[src/sv/uwbd_pkg.sv]
// Package with word-break class codes, predicates and the context state type.
`default_nettype none

package uwbd_pkg;

    typedef logic [4:0] class_t;

    localparam class_t CLS_OTHER     = 5'd0;
    localparam class_t CLS_CR        = 5'd1;
    localparam class_t CLS_LF        = 5'd2;
    localparam class_t CLS_NEWLINE   = 5'd3;
    localparam class_t CLS_EXTEND    = 5'd4;
    localparam class_t CLS_ZWJ       = 5'd5;
    localparam class_t CLS_RI        = 5'd6;
    localparam class_t CLS_FORMAT    = 5'd7;
    localparam class_t CLS_KATAKANA  = 5'd8;
    localparam class_t CLS_HEBREW    = 5'd9;
    localparam class_t CLS_ALETTER   = 5'd10;
    localparam class_t CLS_SQ        = 5'd11;
    localparam class_t CLS_DQ        = 5'd12;
    localparam class_t CLS_MIDNUMLET = 5'd13;
    localparam class_t CLS_MIDLETTER = 5'd14;
    localparam class_t CLS_MIDNUM    = 5'd15;
    localparam class_t CLS_NUMERIC   = 5'd16;
    localparam class_t CLS_EXTNUMLET = 5'd17;
    localparam class_t CLS_WSEGSPACE = 5'd18;

    localparam logic CMD_BEGIN = 1'b0;
    localparam logic CMD_NEXT  = 1'b1;

    localparam int TDATA_IN_W  = 16;
    localparam int TDATA_OUT_W = 8;

    // Context carried from one codepoint to the next.
    typedef struct packed {
        class_t raw_prev;
        class_t prev;
        class_t prev2;
        logic   ri_parity;
        logic   transparent_seen;
    } ctx_t;

    function automatic logic is_ah_letter(input class_t c);
        return c inside {CLS_ALETTER, CLS_HEBREW};
    endfunction

    function automatic logic is_mid_letter_any(input class_t c);
        return c inside {CLS_MIDLETTER, CLS_MIDNUMLET, CLS_SQ};
    endfunction

    function automatic logic is_mid_num_any(input class_t c);
        return c inside {CLS_MIDNUM, CLS_MIDNUMLET, CLS_SQ};
    endfunction

    function automatic logic is_skip_class(input class_t c);
        return c inside {CLS_EXTEND, CLS_FORMAT, CLS_ZWJ};
    endfunction

    function automatic logic is_line_end(input class_t c);
        return c inside {CLS_NEWLINE, CLS_CR, CLS_LF};
    endfunction

endpackage

`default_nettype wire

[src/sv/uwbd_rules.sv]
// Word-break rule network: next context and break decision for one codepoint.
`default_nettype none

module uwbd_rules (
    input  wire uwbd_pkg::ctx_t   ctx,
    input  wire                   command,
    input  wire uwbd_pkg::class_t cls_in,
    input  wire                   pictographic,
    input  wire uwbd_pkg::class_t look,
    output uwbd_pkg::ctx_t        ctx_next,
    output logic                  breakable
);
    import uwbd_pkg::*;

    class_t b;
    class_t a;
    class_t pp;
    logic   keep;
    ctx_t   adv;

    always_comb begin
        // Codes past the last class count as Other.
        b  = (cls_in > CLS_WSEGSPACE) ? CLS_OTHER : cls_in;
        a  = ctx.prev;
        pp = ctx.prev2;

        adv.raw_prev         = b;
        adv.prev             = b;
        adv.prev2            = ctx.prev;
        adv.ri_parity        = (b == CLS_RI) ? ~ctx.ri_parity : 1'b0;
        adv.transparent_seen = 1'b0;

        keep = 1'b0;
        if (a == CLS_WSEGSPACE && b == CLS_WSEGSPACE && !ctx.transparent_seen) keep = 1'b1;
        if (is_ah_letter(a) && is_ah_letter(b)) keep = 1'b1;
        if (is_ah_letter(a) && is_mid_letter_any(b) && is_ah_letter(look)) keep = 1'b1;
        if (is_mid_letter_any(a) && is_ah_letter(b) && is_ah_letter(pp)) keep = 1'b1;
        if (a == CLS_HEBREW && b == CLS_SQ) keep = 1'b1;
        if (a == CLS_HEBREW && b == CLS_DQ && look == CLS_HEBREW) keep = 1'b1;
        if (a == CLS_DQ && b == CLS_HEBREW && pp == CLS_HEBREW) keep = 1'b1;
        if (a == CLS_NUMERIC && b == CLS_NUMERIC) keep = 1'b1;
        if (is_ah_letter(a) && b == CLS_NUMERIC) keep = 1'b1;
        if (a == CLS_NUMERIC && is_ah_letter(b)) keep = 1'b1;
        if (is_mid_num_any(a) && b == CLS_NUMERIC && pp == CLS_NUMERIC) keep = 1'b1;
        if (a == CLS_NUMERIC && is_mid_num_any(b) && look == CLS_NUMERIC) keep = 1'b1;
        if (a == CLS_KATAKANA && b == CLS_KATAKANA) keep = 1'b1;
        if (b == CLS_EXTNUMLET && (is_ah_letter(a) || a == CLS_NUMERIC
                || a == CLS_KATAKANA || a == CLS_EXTNUMLET)) keep = 1'b1;
        if (a == CLS_EXTNUMLET && (is_ah_letter(b) || b == CLS_NUMERIC
                || b == CLS_KATAKANA)) keep = 1'b1;
        if (a == CLS_RI && b == CLS_RI && ctx.ri_parity) keep = 1'b1;

        ctx_next  = ctx;
        breakable = 1'b0;

        if (command == CMD_BEGIN) begin
            ctx_next.raw_prev         = b;
            ctx_next.prev2            = CLS_OTHER;
            ctx_next.transparent_seen = 1'b0;
            if (is_skip_class(b)) begin
                ctx_next.prev      = CLS_OTHER;
                ctx_next.ri_parity = 1'b0;
            end else begin
                ctx_next.prev      = b;
                ctx_next.ri_parity = (b == CLS_RI);
            end
        end else if (ctx.raw_prev == CLS_CR && b == CLS_LF) begin
            ctx_next = adv;
        end else if (is_line_end(ctx.raw_prev)) begin
            breakable = 1'b1;
            if (is_skip_class(b)) begin
                // Extenders after a line end attach to nothing.
                ctx_next.raw_prev  = b;
                ctx_next.prev      = CLS_OTHER;
                ctx_next.prev2     = CLS_OTHER;
                ctx_next.ri_parity = 1'b0;
            end else begin
                ctx_next = adv;
            end
        end else if (is_line_end(b)) begin
            ctx_next  = adv;
            breakable = 1'b1;
        end else if (ctx.raw_prev == CLS_ZWJ && pictographic) begin
            ctx_next = adv;
        end else if (is_skip_class(b)) begin
            ctx_next.raw_prev         = b;
            ctx_next.transparent_seen = 1'b1;
        end else begin
            ctx_next  = adv;
            breakable = ~keep;
        end
    end

endmodule

`default_nettype wire

[src/sv/unicode_word_break_detector_unit.sv]
// Top level of the word-break detector: input register, rule network, result register.
// A next beat passes the input register and then the result register before m_tvalid.
// Throughput: one codepoint per cycle unless a full result register waits on m_tready;
// the rule network between the input and result registers is the only work.
// Reset (aresetn low, synchronous): both stages empty and the context returns to Other
// with parity and the transparent flag cleared.
`default_nettype none

module unicode_word_break_detector_unit (
    input  wire         aclk,
    input  wire         aresetn,
    input  wire         s_tvalid,
    output logic        s_tready,
    // s_tdata, lowest bit up: current_class[4:0], pictographic[5],
    // lookahead_class[10:6], zero fill [15:11].
    input  wire  [uwbd_pkg::TDATA_IN_W-1:0] s_tdata,
    // s_tuser: command[0].
    input  wire  [0:0]  s_tuser,
    output logic        m_tvalid,
    input  wire         m_tready,
    // m_tdata, lowest bit up: breakable[0], zero fill [7:1].
    output logic [7:0]  m_tdata
);
    import uwbd_pkg::*;

    // Input stage. It holds one beat; the beat leaves when the result
    // register can take its result (begin beats make no result and always leave).
    logic   in_valid_reg;
    logic   in_valid_next;
    logic   in_cmd_reg;
    class_t in_cls_reg;
    logic   in_pict_reg;
    class_t in_look_reg;

    // Running context of the text.
    ctx_t ctx_reg;
    ctx_t ctx_next;

    // Result stage.
    logic out_valid_reg;
    logic out_valid_next;
    logic out_brk_reg;

    logic rule_brk;
    logic stage_fire;
    logic s_fire;

    uwbd_rules u_rules (
        .ctx          (ctx_reg),
        .command      (in_cmd_reg),
        .cls_in       (in_cls_reg),
        .pictographic (in_pict_reg),
        .look         (in_look_reg),
        .ctx_next     (ctx_next),
        .breakable    (rule_brk)
    );

    // The input stage may hand over when it is full and either the beat is a
    // begin or the result register is free or being drained this cycle.
    assign stage_fire = in_valid_reg
                      && (in_cmd_reg == CMD_BEGIN || !out_valid_reg || m_tready);
    assign s_tready   = !in_valid_reg || stage_fire;
    assign s_fire     = s_tvalid && s_tready;

    assign in_valid_next  = s_fire ? 1'b1 : (stage_fire ? 1'b0 : in_valid_reg);
    assign out_valid_next = (stage_fire && in_cmd_reg == CMD_NEXT) ? 1'b1
                          : ((out_valid_reg && m_tready) ? 1'b0 : out_valid_reg);

    always_ff @(posedge aclk) begin
        if (!aresetn) begin
            in_valid_reg  <= 1'b0;
            out_valid_reg <= 1'b0;
            ctx_reg       <= '{raw_prev: CLS_OTHER, prev: CLS_OTHER, prev2: CLS_OTHER,
                               ri_parity: 1'b0, transparent_seen: 1'b0};
        end else begin
            in_valid_reg  <= in_valid_next;
            out_valid_reg <= out_valid_next;
            if (stage_fire) begin
                ctx_reg <= ctx_next;
            end
        end
    end

    // Payload registers carry no reset.
    always_ff @(posedge aclk) begin
        if (s_fire) begin
            in_cmd_reg  <= s_tuser[0];
            in_cls_reg  <= s_tdata[4:0];
            in_pict_reg <= s_tdata[5];
            in_look_reg <= s_tdata[10:6];
        end
        if (stage_fire && in_cmd_reg == CMD_NEXT) begin
            out_brk_reg <= rule_brk;
        end
    end

    assign m_tvalid = out_valid_reg;
    assign m_tdata  = {{(TDATA_OUT_W - 1){1'b0}}, out_brk_reg};

endmodule

`default_nettype wire
[config.mk]
export PLATFORM = sky130hd
export DESIGN_NAME = unicode_word_break_detector_unit
export DESIGN_NICKNAME = d
export VERILOG_FILES = /design/src/sv/uwbd_pkg.sv /design/src/sv/uwbd_rules.sv /design/src/sv/unicode_word_break_detector_unit.sv
export SDC_FILE = /design/constraint.sdc
export NUM_CORES = 1
export LEC_CHECK = 0
export BUFFER_PORTS_ARGS = -buffer_cell sky130_fd_sc_hd__buf_2
export CAP_MARGIN = 0
export CORE_MARGIN = 2
export CORE_UTILIZATION = 47
export CTS_CLUSTER_DIAMETER = 80
export DETAILED_ROUTE_END_ITERATION = 16
export GPL_TIMING_DRIVEN = 0
export PLACE_DENSITY = 0.68
export SKIP_CTS_REPAIR_TIMING = 1
export SLEW_MARGIN = 30
export SYNTH_ARGS = -nofsm -noshare
export SYNTH_HDL_FRONTEND = slang
export SYNTH_SLANG_ARGS = --single-unit
export TNS_END_PERCENT = 5
[constraint.sdc]
create_clock -name aclk -period 3.5 [get_ports aclk]
set_input_delay 0.525 -clock aclk [delete_from_list [all_inputs] [get_ports aclk]]
set_output_delay 0.525 -clock aclk [all_outputs]
set_load 0.05 [all_outputs]
## Word-level counts from Yosys, hierarchy flattened

Index checks and enable logic that the tools add are counted.

| word-level totals | value |
|---|---|
| word-level logic and storage cells | 152 |
| register bits | 32 |
| input port bits | 21 |

| operators by class | value |
|---|---|
| reduce and logical (&&, ||, !) cells | 57 |
| $lt $le $gt $ge | 1 |
| muxes and demuxes | 37 |
| bitwise gates (word level) | 3 |
| equal/unequal tests | 42 |

Operators by type and width:

| operator | number |
|---|---|
| $eq A5 B4 Y1 const B | 20 |
| $mux W12 | 5 |
| $eq A5 B5 Y1 const B | 8 |
| $eq A5 B3 Y1 const B | 6 |
| $logic_and A1 B1 Y1 | 30 |
| $mux W1 | 28 |
| $mux W11 | 2 |
| $reduce_bool A3 Y1 | 7 |
| $eq A5 B2 Y1 const B | 4 |
| $reduce_bool A2 Y1 | 6 |
| $eq A5 B1 Y1 const B | 2 |
| $mux W5 | 2 |
| $logic_or A1 B1 Y1 | 8 |
| $ne A6 B6 Y1 const B | 1 |
| $gt A5 B5 Y1 const B | 1 |
| $ne A4 B4 Y1 const B | 1 |
| $reduce_and A2 Y1 | 2 |
| $logic_not A1 Y1 | 3 |
| $not A1 Y1 | 3 |
| $reduce_or A2 Y1 | 1 |

## Depth between registers and ports, before layout

| depth | value |
|---|---|
| word-level depth | 26 |
| mapped depth | 8 |
| depth with buffers taken out | 6 |

## Hierarchy

From an unflattened synthesis, not the netlist that was laid out.

| second synthesis, totals | value |
|---|---|
| cell total of the unflattened synthesis | 250 |
| area, all modules | 2125.8 um^2 |

By module, submodules not included:

| module | cells each | area each (um^2) | instances |
|---|---|---|---|
| unicode_word_break_detector_unit | 107 | 1257.5 | 1 |
| uwbd_rules | 143 | 868.3 | 1 |

## Worst setup path after synthesis

Ideal clock, no wire load.

| timing | value |
|---|---|
| path type | register to register |
| start | register in_cls_reg[2] |
| end | register out_brk_reg (data pin) |
| data required time | 3330 ps |
| setup slack | 1643 ps |
| clock period less this slack | 1857 ps |
| arrival | 1688 ps |
| stages on the path, launching flop included | 7 |
| buffers on the path | 1 |
| path through | edfxtp_1 -> buf_6 -> and4b_1 -> a31oi_1 -> nor3_1 -> or4b_4 -> o32ai_2 |

| on the way | value |
|---|---|
| longest elaborated chain between the ends | 26 |

Ends and longest elaborated chain:

| item | RTL line | RTL |
|---|---|---|
| start: declaration | unicode_word_break_detector_unit.sv:31 | `class_t in_cls_reg;` |
| start signal: assignment | unicode_word_break_detector_unit.sv:88 | `in_cls_reg <= s_tdata[4:0];` |
| $gt A5 B5 Y1 | uwbd_rules.sv:23 | `b = (cls_in > CLS_WSEGSPACE) ? CLS_OTHER : cls_in;` |
| $mux W5 * | uwbd_rules.sv:23 |  |
| $eq A5 B5 Y1 | uwbd_rules.sv:34 | `if (a == CLS_WSEGSPACE && b == CLS_WSEGSPACE && !ctx.transparent_seen) keep = 1'b1;` |
| $logic_and A1 B1 Y1 (2 in a row) | uwbd_rules.sv:34 |  |
| $mux W1 | uwbd_rules.sv:34 |  |
| $mux W1 | uwbd_rules.sv:35 | `if (is_ah_letter(a) && is_ah_letter(b)) keep = 1'b1;` |
| $mux W1 | uwbd_rules.sv:36 | `if (is_ah_letter(a) && is_mid_letter_any(b) && is_ah_letter(look)) keep = 1'b1;` |
| $mux W1 | uwbd_rules.sv:37 | `if (is_mid_letter_any(a) && is_ah_letter(b) && is_ah_letter(pp)) keep = 1'b1;` |
| [... 9 more ...] | - |  |
| $mux W1 | uwbd_rules.sv:47 | `if (b == CLS_EXTNUMLET && (is_ah_letter(a) \|\| a == CLS_NUMERIC` |
| $mux W1 | uwbd_rules.sv:49 | `if (a == CLS_EXTNUMLET && (is_ah_letter(b) \|\| b == CLS_NUMERIC` |
| $mux W1 | uwbd_rules.sv:51 | `if (a == CLS_RI && b == CLS_RI && ctx.ri_parity) keep = 1'b1;` |
| $not A1 Y1 | uwbd_rules.sv:90 | `breakable = ~keep;` |
| $mux W1 | uwbd_rules.sv:85 | `end else if (is_skip_class(b)) begin` |
| $mux W1 | uwbd_rules.sv:83 | `end else if (ctx.raw_prev == CLS_ZWJ && pictographic) begin` |
| $mux W1 | uwbd_rules.sv:80 | `end else if (is_line_end(b)) begin` |
| $mux W1 | uwbd_rules.sv:69 | `end else if (is_line_end(ctx.raw_prev)) begin` |
| end signal: assignment | unicode_word_break_detector_unit.sv:93 | `out_brk_reg <= rule_brk;` |
| end: declaration | unicode_word_break_detector_unit.sv:42 | `logic out_brk_reg;` |

Every way passes the cells marked *; elsewhere a longest branch is shown, timed or not.
A chain may end at the register's enable or synchronous reset.

## Worst setup path after layout

| timing | value |
|---|---|
| start | register ctx_reg[10] in the netlist's numbering |
| end | register out_brk_reg (data pin) |

| on the way | value |
|---|---|
| longest elaborated chain between the ends | 24 |

Ends and longest elaborated chain:

| item | RTL line | RTL |
|---|---|---|
| start: declaration | unicode_word_break_detector_unit.sv:36 | `ctx_t ctx_reg;` |
| start signal: assignment | unicode_word_break_detector_unit.sv:73 | `ctx_reg <= '{raw_prev: CLS_OTHER, prev: CLS_OTHER, prev2: CLS_OTHER,` |
| start signal: assignment | unicode_word_break_detector_unit.sv:79 | `ctx_reg <= ctx_next;` |
| $eq A5 B5 Y1 | uwbd_rules.sv:34 |  |
| $logic_and A1 B1 Y1 (2 in a row) | uwbd_rules.sv:34 |  |
| $mux W1 | uwbd_rules.sv:34 |  |
| $mux W1 | uwbd_rules.sv:35 |  |
| $mux W1 | uwbd_rules.sv:36 |  |
| $mux W1 | uwbd_rules.sv:37 |  |
| $mux W1 | uwbd_rules.sv:38 | `if (a == CLS_HEBREW && b == CLS_SQ) keep = 1'b1;` |
| $mux W1 | uwbd_rules.sv:39 | `if (a == CLS_HEBREW && b == CLS_DQ && look == CLS_HEBREW) keep = 1'b1;` |
| [... 7 more ...] | - |  |
| $mux W1 | uwbd_rules.sv:47 |  |
| $mux W1 | uwbd_rules.sv:49 |  |
| $mux W1 * | uwbd_rules.sv:51 |  |
| $not A1 Y1 * | uwbd_rules.sv:90 |  |
| $mux W1 * | uwbd_rules.sv:85 |  |
| $mux W1 * | uwbd_rules.sv:83 |  |
| $mux W1 * | uwbd_rules.sv:80 |  |
| $mux W1 * | uwbd_rules.sv:69 |  |

Marked as above.

==> flow_summary.ini <==
[outcome]
outcome = finished clean

[sta]
slew_violations = 0
final.setup.worst_slack_ns = 1.476
fmaxAchievable_mhz = 494.0
finalSetupViolations = 0
min_period_ns = 2.024
finalSetupTns_ns = 0
finClkSkew_ns = 0.009074
max_slew_margin_pct = 64.61
tightest_slew_ns = 0.5283
rsz0062_at_grt = no
hold_viol = 0
post-route-period-util_pct = 57.84

[worst_setup_path]
cp.required_ns = 3.52
reg2reg_to = out_brk_reg
timing_worst_setup_path_type = reg -> reg
critPathMaxFanout = 7
arrival_ns = 2.05
regToRegSetupSlack_ns = 1.48
critPathLaunchType = register
worstSetupEndpointType = register
worstRegToRegCells = 6
r2r_start = ctx_reg[10]

[synthesis]
yosys.area.top_type = edfxtp_1
ys_seq_elements = 32
synthMostInstantiatedCell = nand2_1
yosysUniqueCellTypes = 57
postSynthCellCount = 207
synth_edf_count = 13
synth-seq-area-share_pct = 40.39
synth_ff_type = dfxtp_1
ys_warn_count = 0
synthTopCellsByArea = edfxtp_1, dfxtp_1, nand2_1
netlist_area_um2 = 1908
synth_common_cells = nand2_1, dfxtp_1, nand3_1
synthArstFlopShare_pct = 0
avgSynthCellArea_um2 = 9.218
synth_top_area_share_pct = 20.46

[placement]
numPortBuffers = 18
dp_hpwl_um = 3085
dp_slack_ns = 1.487
place_congestion = 0.8742

[power_and_ir_drop]
p_leak_nw = 0.8224
finalPower_w = 0.0008923
powerDensity_nw_per_um2 = 404.7
ir_drop_mv = 0.2578

[cells_and_area]
utilization_pct = 55.92
antenna_cells = 0
layout-drive-gt1-share_pct = 24.69
synthToLayoutAreaGrowth_pct = 15.54
fill_cells = 374
final_nets = 259
largest_reg_flops = 17

[detailed_routing]
via_count = 1578
initialDrtViolationCount = 96
viasPerCell = 5.460
drc = 0
drt-pass1-iter-count = 4
wl_per_cell_um = 13.90
routed_wl_um = 4017
route.antenna.remaining_nets = 0

[grt]
grt_pass1_wl_um = 6755
grt_overflow = 0
track_usage_pct = 20.13
grt_pass1_vias = 1424
antenna_found_initial = 0
grt_max_degree = 13

[cts]
clk_path_buf_depth = 2
cts.htree.levels = 2
cts_tree = built
clkTransAtPathRegs_ns = 0.07
clk_latency_ns = 0.29
cts_buffers = 5
clock_sink_count = 32
cts_root_buffer = clkbuf_8

[floorplanning]
initial_utilization_pct = 48.40
die_h_um = 67.72
io_pins = 31
fp.dieArea_um2 = 4585
die_x_um = 67.72
core_um2 = 3943
placementRows = 23

[min_path]
worst_hold_path_type = in -> reg
hp-start = s_tdata[9]
worstHoldEndpoint = in_look_reg[3]
holdPathStages = 1

[flow_run]
maxCapViolCount = 0
## power by group
part / switching (W) / total [W] / internal, W
sequential: 0.00000875 / 0.000412 / 0.000403
combinational: 0.0000762 / 0.000124 / 0.0000480
clock: 0.000134 / 0.000356 / 0.000222
total: 0.000219 / 0.000892 / 0.000674
## final cells by class
| cell class | instances | area (µm²) | area share [%] |
|---|---|---|---|
| inverter | 2 | 7.507 | 0.3405 |
| sequential | 32 | 770.7 | 34.96 |
| clock buffer | 8 | 121.4 | 5.505 |
| buffer | 20 | 167.7 | 7.605 |
| tap | 50 | 62.56 | 2.838 |
| multi-input combinational | 159 | 984.7 | 44.67 |
| timing repair buffer | 18 | 90.09 | 4.086 |
## stage by stage
step                instances  instance area, µm²  hold WS, ns
floorplan                 213                1931       0.4385
global placement          281                2083       0.4569
detailed placement        281                2083       0.4687
CTS                       289                2205       0.4101
global route              289                2205       0.4030
finish                    289                2205       0.4118
## cell usage in the layout (no fill, tap or decap), drive strengths merged, types with 2 or more instances in the layout
cell / netlist / routed
buf: 15 / 33
o31ai: 5 / 5
conb: 1 / 7
dfxtp: 19 / 19
xor2: 2 / 2
nand2: 20 / 20
nor3b: 4 / 4
and2: 6 / 6
a21oi: 11 / 11
nor3: 7 / 7
nand4b: 2 / 2
clkbuf: 5 / 13
a21boi: 10 / 10
o2111ai: 2 / 2
inv: 2 / 2
xnor2: 2 / 2
nor2: 13 / 13
nor2b: 8 / 8
edfxtp: 13 / 13
nand4: 3 / 3
nand3: 14 / 14
nand2b: 5 / 5
and2b: 3 / 3
o21ai: 8 / 8
a31oi: 3 / 3
nor4b: 4 / 4
or2: 3 / 3
## critical path: stages (launching register included)
cell and delay (ns):
dfxtp_1 0.43, nor2b_1 0.44, nand3_1 0.18, a2111oi_0 0.36
o21ai_0 0.13, nand3_1 0.12, o32ai_2 0.10
## worst max-delay path by stage
stage / endpoint / slack [ns] / start
after detailed placement: out_brk_reg / 1.49 / ctx_reg[10]
final: out_brk_reg / 1.48 / ctx_reg[10]
after global routing: out_brk_reg / 1.33 / ctx_reg[10]
after floorplan: out_brk_reg / 1.64 / in_cls_reg[2]
after CTS: out_brk_reg / 1.48 / ctx_reg[10]
after global placement: out_brk_reg / 1.48 / ctx_reg[10]
## kinds of logic (layout without fill, tap and decap cells)
logic type                Yosys count  count (layout)  share of synthesized area [%]
muxes                               1               1                         0.5246
other                               1               7                         0.1965
DFF                                32              32                          40.39
buffers and inverters              22              48                          9.180
xor gates and xnor gates            4               4                          1.836
and+or+nand+nor                    98              98                          29.58
AOI/OAI and AO/OA                  49              49                          18.30
## per-layer routing
layer | wire length [µm] | GRT usage (%)
met1 | 1731 | 25.52
met2 | 1973 | 32.48
met3 | 241 | 5.167
met4 | 72 | 8.163
met5 | 0 | 0
Power figures use the tool's default switching activity.
